$ cat config.mk
export PLATFORM = sky130hd
export DESIGN_NAME = interval_overlap_measure_unit
export DESIGN_NICKNAME = d
export VERILOG_FILES = /design/src/hdl/iom_pkg.sv /design/src/hdl/iom_front.sv /design/src/hdl/iom_div.sv /design/src/hdl/interval_overlap_measure_unit.sv
export SDC_FILE = /design/constraint.sdc
export NUM_CORES = 2
export LEC_CHECK = 0
export BUFFER_PORTS_ARGS = -buffer_cell sky130_fd_sc_hd__buf_4
export CORE_MARGIN = 2
export CORE_UTILIZATION = 53
export CTS_BUF_LIST = sky130_fd_sc_hd__clkbuf_8
export DETAILED_ROUTE_END_ITERATION = 6
export HOLD_SLACK_MARGIN = 0.06
export PLACE_DENSITY = 0.69
export SETUP_SLACK_MARGIN = 0.5
export SLEW_MARGIN = 15
export SYNTH_ARGS = -nofsm -noshare
export SYNTH_HDL_FRONTEND = slang
export SYNTH_SLANG_ARGS = --single-unit
$ cat constraint.sdc
create_clock -name clk -period 15.7 [get_ports clk]
set_clock_uncertainty 0.1 [all_clocks]
set_input_delay 2.355 -clock clk [delete_from_list [all_inputs] [get_ports clk]]
set_output_delay 2.355 -clock clk [all_outputs]
set_load 0.02 [all_outputs]
$ cat src/hdl/iom_pkg.sv
// ----------------------------------------------------------------------------
// Interval overlap measure package
// Widths, the overlap class codes and the structs passed between stages.
// ----------------------------------------------------------------------------
package iom_pkg;

	localparam int CoordW     = 16;
	localparam int LenW       = 16;
	localparam int RatioW     = 16;
	localparam int ScaleShift = 4;                 // ratio scale of 16
	localparam int DvdW       = LenW + ScaleShift;
	localparam int DivBits    = 4;                 // quotient bits per divider stage
	localparam int DivStages  = DvdW / DivBits;
	localparam int Latency    = DivStages + 3;

	localparam logic [RatioW-1:0] RatioMax = '1;

	typedef enum logic [1:0] {
		CLS_MAJOR    = 2'd0,
		CLS_MINOR    = 2'd1,
		CLS_SMALL    = 2'd2,
		CLS_DISJOINT = 2'd3
	} ovl_class_t;

	typedef struct packed {
		logic            disjoint;
		logic [LenW-1:0] overlap;
		logic [LenW-1:0] len1;
		logic [LenW-1:0] len2;
		logic [LenW-1:0] gap;
	} prep_t;

	typedef struct packed {
		logic              disjoint;
		ovl_class_t        cls;
		logic [RatioW-1:0] gap;
	} side_t;

endpackage

$ cat src/hdl/iom_front.sv
// ----------------------------------------------------------------------------
// Interval overlap front end
// Two stages: bounds and lengths, then overlap, gap and disjoint flag.
// ----------------------------------------------------------------------------
module iom_front import iom_pkg::*; (
	input  logic                     clk,
	input  logic                     arst_n,
	input  logic                     valid,
	input  logic signed [CoordW-1:0] first_begin,
	input  logic signed [CoordW-1:0] first_end,
	input  logic signed [CoordW-1:0] second_begin,
	input  logic signed [CoordW-1:0] second_end,
	output logic                     valid_s2,
	output prep_t                    prep_s2
);

	logic                     valid_s1;
	logic signed [CoordW-1:0] lo_s1;
	logic signed [CoordW-1:0] hi_s1;
	logic [LenW-1:0]          len1_s1;
	logic [LenW-1:0]          len2_s1;

	always_ff @(posedge clk or negedge arst_n) begin
		if (!arst_n) begin
			valid_s1 <= 1'b0;
			valid_s2 <= 1'b0;
		end else begin
			valid_s1 <= valid;
			valid_s2 <= valid_s1;
		end
	end

	// Overlap runs from the larger begin to the smaller end.
	always_ff @(posedge clk) begin
		lo_s1   <= (first_begin > second_begin) ? first_begin : second_begin;
		hi_s1   <= (first_end < second_end) ? first_end : second_end;
		len1_s1 <= LenW'(first_end - first_begin + CoordW'(1));
		len2_s1 <= LenW'(second_end - second_begin + CoordW'(1));
	end

	always_ff @(posedge clk) begin
		prep_s2.disjoint <= lo_s1 > hi_s1;
		prep_s2.overlap  <= LenW'(hi_s1 - lo_s1 + CoordW'(1));
		prep_s2.gap      <= LenW'(lo_s1 - hi_s1);
		prep_s2.len1     <= len1_s1;
		prep_s2.len2     <= len2_s1;
	end

endmodule

$ cat src/hdl/iom_div.sv
// ----------------------------------------------------------------------------
// Pipelined restoring divider
// Resolves a fixed number of quotient bits per stage and saturates the result.
// ----------------------------------------------------------------------------
module iom_div import iom_pkg::*; (
	input  logic              clk,
	input  logic [DvdW-1:0]   dividend,
	input  logic [LenW-1:0]   divisor,
	output logic [RatioW-1:0] quotient
);

	logic [LenW-1:0] rem_s [DivStages-1];
	logic [DvdW-1:0] dvd_s [DivStages-1];
	logic [LenW-1:0] dsr_s [DivStages-1];
	logic [DvdW-1:0] quo_s [DivStages];

	for (genvar k = 0; k < DivStages; k++) begin : g_stage
		logic [LenW-1:0] rem_in;
		logic [DvdW-1:0] dvd_in;
		logic [DvdW-1:0] quo_in;
		logic [LenW-1:0] dsr_in;
		logic [LenW-1:0] rem_nx;
		logic [DvdW-1:0] dvd_nx;
		logic [DvdW-1:0] quo_nx;

		if (k == 0) begin : g_first
			assign rem_in = '0;
			assign dvd_in = dividend;
			assign quo_in = '0;
			assign dsr_in = divisor;
		end else begin : g_next
			assign rem_in = rem_s[k-1];
			assign dvd_in = dvd_s[k-1];
			assign quo_in = quo_s[k-1];
			assign dsr_in = dsr_s[k-1];
		end

		// A zero divisor makes every trial succeed, so the quotient comes out
		// all ones and saturates.
		always_comb begin
			logic [LenW:0] trial;
			rem_nx = rem_in;
			dvd_nx = dvd_in;
			quo_nx = quo_in;
			for (int i = 0; i < DivBits; i++) begin
				trial  = {rem_nx, dvd_nx[DvdW-1]};
				dvd_nx = {dvd_nx[DvdW-2:0], 1'b0};
				if (trial >= {1'b0, dsr_in}) begin
					trial  = trial - {1'b0, dsr_in};
					quo_nx = {quo_nx[DvdW-2:0], 1'b1};
				end else begin
					quo_nx = {quo_nx[DvdW-2:0], 1'b0};
				end
				rem_nx = trial[LenW-1:0];
			end
		end

		always_ff @(posedge clk) begin
			quo_s[k] <= quo_nx;
		end

		if (k < DivStages - 1) begin : g_carry
			always_ff @(posedge clk) begin
				rem_s[k] <= rem_nx;
				dvd_s[k] <= dvd_nx;
				dsr_s[k] <= dsr_in;
			end
		end
	end

	assign quotient = (|quo_s[DivStages-1][DvdW-1:RatioW]) ? RatioMax
		: quo_s[DivStages-1][RatioW-1:0];

endmodule

$ cat src/hdl/interval_overlap_measure_unit.sv
// ----------------------------------------------------------------------------
// Interval overlap measure unit
// Overlap class and scaled overlap ratios of two closed integer intervals.
// ----------------------------------------------------------------------------
// Usage:
//   Drive the four signed 16-bit interval bounds and raise start for one
//   cycle per word. A word is taken at every rising edge where start is high
//   and busy is low; busy is never raised, so a new word may enter on every
//   clock cycle.
//   Each word produces exactly one result word: overlap_class, ratio_first
//   and ratio_second are shown for a single cycle with done high. Results
//   leave in the order words came. Throughput is one word per cycle. A word
//   passes two front-end stages, then the two pipelined ratio dividers,
//   which resolve four quotient bits per stage over five stages, and then
//   one output register.
//   The receiver has no way to hold results off; it must take each word in
//   the cycle done is high.
//   Reset (arst_n low) clears every valid bit at once, so no result word
//   comes out of a word that was in flight when reset arrived.
// ----------------------------------------------------------------------------
module interval_overlap_measure_unit import iom_pkg::*; (
	input  logic                     clk,
	input  logic                     arst_n,
	input  logic                     start,
	output logic                     busy,
	input  logic signed [CoordW-1:0] first_begin,
	input  logic signed [CoordW-1:0] first_end,
	input  logic signed [CoordW-1:0] second_begin,
	input  logic signed [CoordW-1:0] second_end,
	output logic                     done,
	output logic [1:0]               overlap_class,
	output logic [RatioW-1:0]        ratio_first,
	output logic [RatioW-1:0]        ratio_second
);

	logic              valid_s2;
	prep_t             prep_s2;
	ovl_class_t        cls_nx;
	logic [LenW-1:0]   lmin;
	logic [LenW-1:0]   lmax;
	logic [LenW:0]     twice;
	logic [DvdW-1:0]   dvd1;
	logic [DvdW-1:0]   dvd2;
	logic [RatioW-1:0] quo1;
	logic [RatioW-1:0] quo2;
	logic              vld_s [DivStages];
	side_t             side_s [DivStages];

	// The pipeline never stalls, so the block is always ready for a word.
	assign busy = 1'b0;

	iom_front u_front (
		.clk          (clk),
		.arst_n       (arst_n),
		.valid        (start),
		.first_begin  (first_begin),
		.first_end    (first_end),
		.second_begin (second_begin),
		.second_end   (second_end),
		.valid_s2     (valid_s2),
		.prep_s2      (prep_s2)
	);

	// Both ratios are sixteen times the overlap over the interval length.
	assign dvd1 = {prep_s2.overlap, {ScaleShift{1'b0}}};
	assign dvd2 = {prep_s2.overlap, {ScaleShift{1'b0}}};

	iom_div u_div_first (
		.clk      (clk),
		.dividend (dvd1),
		.divisor  (prep_s2.len1),
		.quotient (quo1)
	);

	iom_div u_div_second (
		.clk      (clk),
		.dividend (dvd2),
		.divisor  (prep_s2.len2),
		.quotient (quo2)
	);

	// Class compares twice the overlap with the wrapped lengths at full width.
	always_comb begin
		lmin  = (prep_s2.len1 < prep_s2.len2) ? prep_s2.len1 : prep_s2.len2;
		lmax  = (prep_s2.len1 < prep_s2.len2) ? prep_s2.len2 : prep_s2.len1;
		twice = {prep_s2.overlap, 1'b0};
		if (twice > {1'b0, lmax}) begin
			cls_nx = CLS_MAJOR;
		end else if (twice > {1'b0, lmin}) begin
			cls_nx = CLS_MINOR;
		end else begin
			cls_nx = CLS_SMALL;
		end
	end

	// Side information travels alongside the divider stages.
	always_ff @(posedge clk or negedge arst_n) begin
		if (!arst_n) begin
			for (int i = 0; i < DivStages; i++) begin
				vld_s[i] <= 1'b0;
			end
			done <= 1'b0;
		end else begin
			vld_s[0] <= valid_s2;
			for (int i = 1; i < DivStages; i++) begin
				vld_s[i] <= vld_s[i-1];
			end
			done <= vld_s[DivStages-1];
		end
	end

	always_ff @(posedge clk) begin
		side_s[0].disjoint <= prep_s2.disjoint;
		side_s[0].cls      <= cls_nx;
		side_s[0].gap      <= prep_s2.gap;
		for (int i = 1; i < DivStages; i++) begin
			side_s[i] <= side_s[i-1];
		end
	end

	// Disjoint intervals report the gap in the first ratio and zero in the second.
	always_ff @(posedge clk) begin
		if (side_s[DivStages-1].disjoint) begin
			overlap_class <= CLS_DISJOINT;
			ratio_first   <= side_s[DivStages-1].gap;
			ratio_second  <= '0;
		end else begin
			overlap_class <= side_s[DivStages-1].cls;
			ratio_first   <= quo1;
			ratio_second  <= quo2;
		end
	end

endmodule

==> impl_results.md <==
* CP Capture Type: flop
* First-pass GRT wire length at 222 mm
* Crit path DAT at 13.78 ns
* Post-synthesis instance area at 52300 sq um
* Die Wd at 318 microns
* Post-synth EDFFs at 0
* Main flop type after synthesis: dfxtp_1
* RSZ-0062 raised after global routing: false
* Postcts setup bufs at 0
* HP Start: side_s[0][63]
* Num rows at 115
* Setup crit start kind: flop
* Global route total overflow at 0
* Maxcap violations at 0
* WS Path Type: flop to flop
* Fin crit period at 13.22 ns
* Max Clock Freq at 75.7 MHz
* Worst Hold Class: flop to flop
* Vias in the first global route at 42700
* Total CTS buffers at 107
* Synth Net Count at 6951
* Hold_buf cts at 0
* Max Fanout on Critical Path at 24
* First-pass DRT Iterations at 6
* Final instance area at 56900 sq um
* DRT antenna net count at 0
* # clock sinks at 662
* Placed cell area at 54400 sq um
* Routed WL per cell at 18.3 microns
* Final hold violation count at 0
* Initial Util at 53.3%
* Final setup fails at 0
* GPL Wtd Cong at 0.939
* Status: completed
* DIE AREA at 101000 sq um
* Syn avg cell area at 8.63 sq um
* Delay of the slowest cell on the worst path at 0.80 ns
* Fraction of registers with async set/reset at 1.21%
* Largest net degree at the start of global routing at 36
* Count of different cell masters after synthesis at 105
* Layout cells sized above 1 at 10.6%
* Final #Nets at 7088
* I/O Buffers at 101
* CTS tree: yes
* Die height at 318 microns
* Ys Warns at 0
* Pin slew with the least headroom to its limit at 1.08 ns
* Final Max Tran Viols at 0
* Part of the cycle the worst path needs at 84.2%
* H-tree depth at 3
* Iter 0 DRT Violations at 2718
* Clock transition at path regs at 0.06 ns
* Reg2reg start: u_div_first.dsr_s[0][1]
* Number of fill cells in the layout at 8831
* Post-Synthesis Cells at 6064
* Slew HR at 28.1%
* IO Pins at 103
* Post-CTS sizing at 0
* Crit path from: u_div_first.dsr_s[0][1]
* Core area at 98100 sq um
* Req. time, crit path at 16.26 ns
* Root Buffer: clkbuf_8
* Avg Vias per Cell at 5.81
* Final WL at 139 mm
* #FFs+latches synth at 662
* Fin Setup TNS at 0 ns
* Area growth from synthesis to layout at 8.88%
* Initial antenna violation count at 1
* Sequential fraction of the synthesis area at 25.4%
* HPWL after DPL at 113 mm
* Tot GR Track Use at 26.9%
* Vias at 44000
* CTS max path bufs at 3
* Slowest cell on crit path: clkinv_1
* DRC viols at 0
* Later-pin clock latency in the skew report at 0.80 ns
[cells by family (layout without fill, tap and decap cells)]
group | after synthesis | in the layout | share of synthesized area [%]
AOI/OAI and AO/OA | 1587 | 1587 | 19.7
and+or+nand+nor | 1530 | 1530 | 14.4
adders and majority gates | 820 | 820 | 20.1
DFF | 662 | 662 | 25.4
buffers and inverters | 627 | 852 | 4.68
xor gates and xnor gates | 454 | 454 | 7.60
muxes | 383 | 383 | 8.11
other | 1 | 4 | 0.00717
[sequential cells by signal (all words and copies together), names as in the netlist, 60 cells and up]
signal	cells
u_front.prep_s2	64
u_div_first.rem_s	64
side_s	95
u_div_first.quo_s	60
u_div_second.rem_s	64
u_div_first.dsr_s	64
u_div_second.quo_s	60
u_div_second.dsr_s	64
[per-stage QoR]
stage | instances | hold WS (ns) | util (%) | setup WS (ns)
finish | 7579 | 0.199 | 58.0 | 2.48
global route | 7578 | 0.192 | 58.0 | 1.32
CTS | 7576 | 0.187 | 58.0 | 2.84
detailed placement | 7379 | 0.212 | 55.5 | 2.91
global placement | 7379 | 0.210 | 55.5 | 3.27
floorplan | 6064 | 0.210 | - | 4.86
[cell type report]
type	count	area (sq um)	area share (%)
Clock buffer	127	1750	3.07
Multi-Input combinational cell	4775	36600	64.3
Timing Repair Buffer	123	923	1.62
Sequential cell	662	13300	23.3
Tap cell	1287	1610	2.83
Antenna cell	3	7.51	0.0132
Clock inverter	70	758	1.33
Inverter	532	2000	3.51
[cells in the final DEF (no fill, tap or decap), types with 30 or more instances in the layout]
cell	n
and2_1	30
buf_4	123
xor2_1	151
nor4_1	38
ha_1	783
mux2_2	271
or3_1	48
a21o_1	188
a31oi_1	34
nand3_1	99
o31ai_1	52
o21a_1	105
a21oi_1	450
xnor2_1	303
nor2b_1	97
dfxtp_1	653
mux2i_1	87
nor3_1	112
o21bai_1	54
inv_1	547
nand4_1	124
a21boi_0	44
nor2_1	460
and3_1	30
fa_1	37
clkbuf_8	127
nand2_1	322
nand2b_1	80
o21ai_0	346
a211oi_1	53
[cell usage after synthesis, types with 114 or more instances]
library cell	instances	area, sq um
a21o_1	188	1410
a21oi_1	451	2260
dfxtp_1	654	13100
ha_1	783	9800
inv_1	526	1970
mux2_2	271	3050
nand2_1	322	1210
nand4_1	124	776
nor2_1	460	1730
nor3_1	114	571
o21ai_0	346	1730
xnor2_1	303	2650
xor2_1	151	1320
[layer usage]
layer / vias up / track usage [%] / part of all wire (%)
met5: - / 0 / 0
met4: 0 / 9.42 / 3.3
met3: 235 / 2.90 / 4.4
met2: 1024 / 46.2 / 47
met1: 20600 / 35.0 / 46
li1: 22200 / - / -
[critical path, delay by kind of cell, from the launching register on]
family	cells	cell delay, ns
compound gates	23	7.15
flops	1	0.41
simple gates	9	2.01
buf+inv	6	1.70
mux	1	0.38
fa+ha+maj	4	1.32
[path summary, 6_finish.rpt]
| path | endpoint | depth (start not counted) | slack [ns] |
|---|---|---|---|
| max in group asynchronous | u_front.valid_s2 | 1 | 14.07 |
| min in group asynchronous | vld_s[0] | 1 | 1.31 |
| max | u_div_first.rem_s[1][14] | 43 | 2.48 |
| max reg2reg | u_div_first.rem_s[1][14] | 43 | 2.48 |
| min | side_s[0][82] | 0 | 0.20 |
| min reg2reg | side_s[0][82] | 0 | 0.20 |
Power is left out: the tool's default activity adds up to more than one toggle a clock period on the data nets, which glitch-free logic cannot reach.
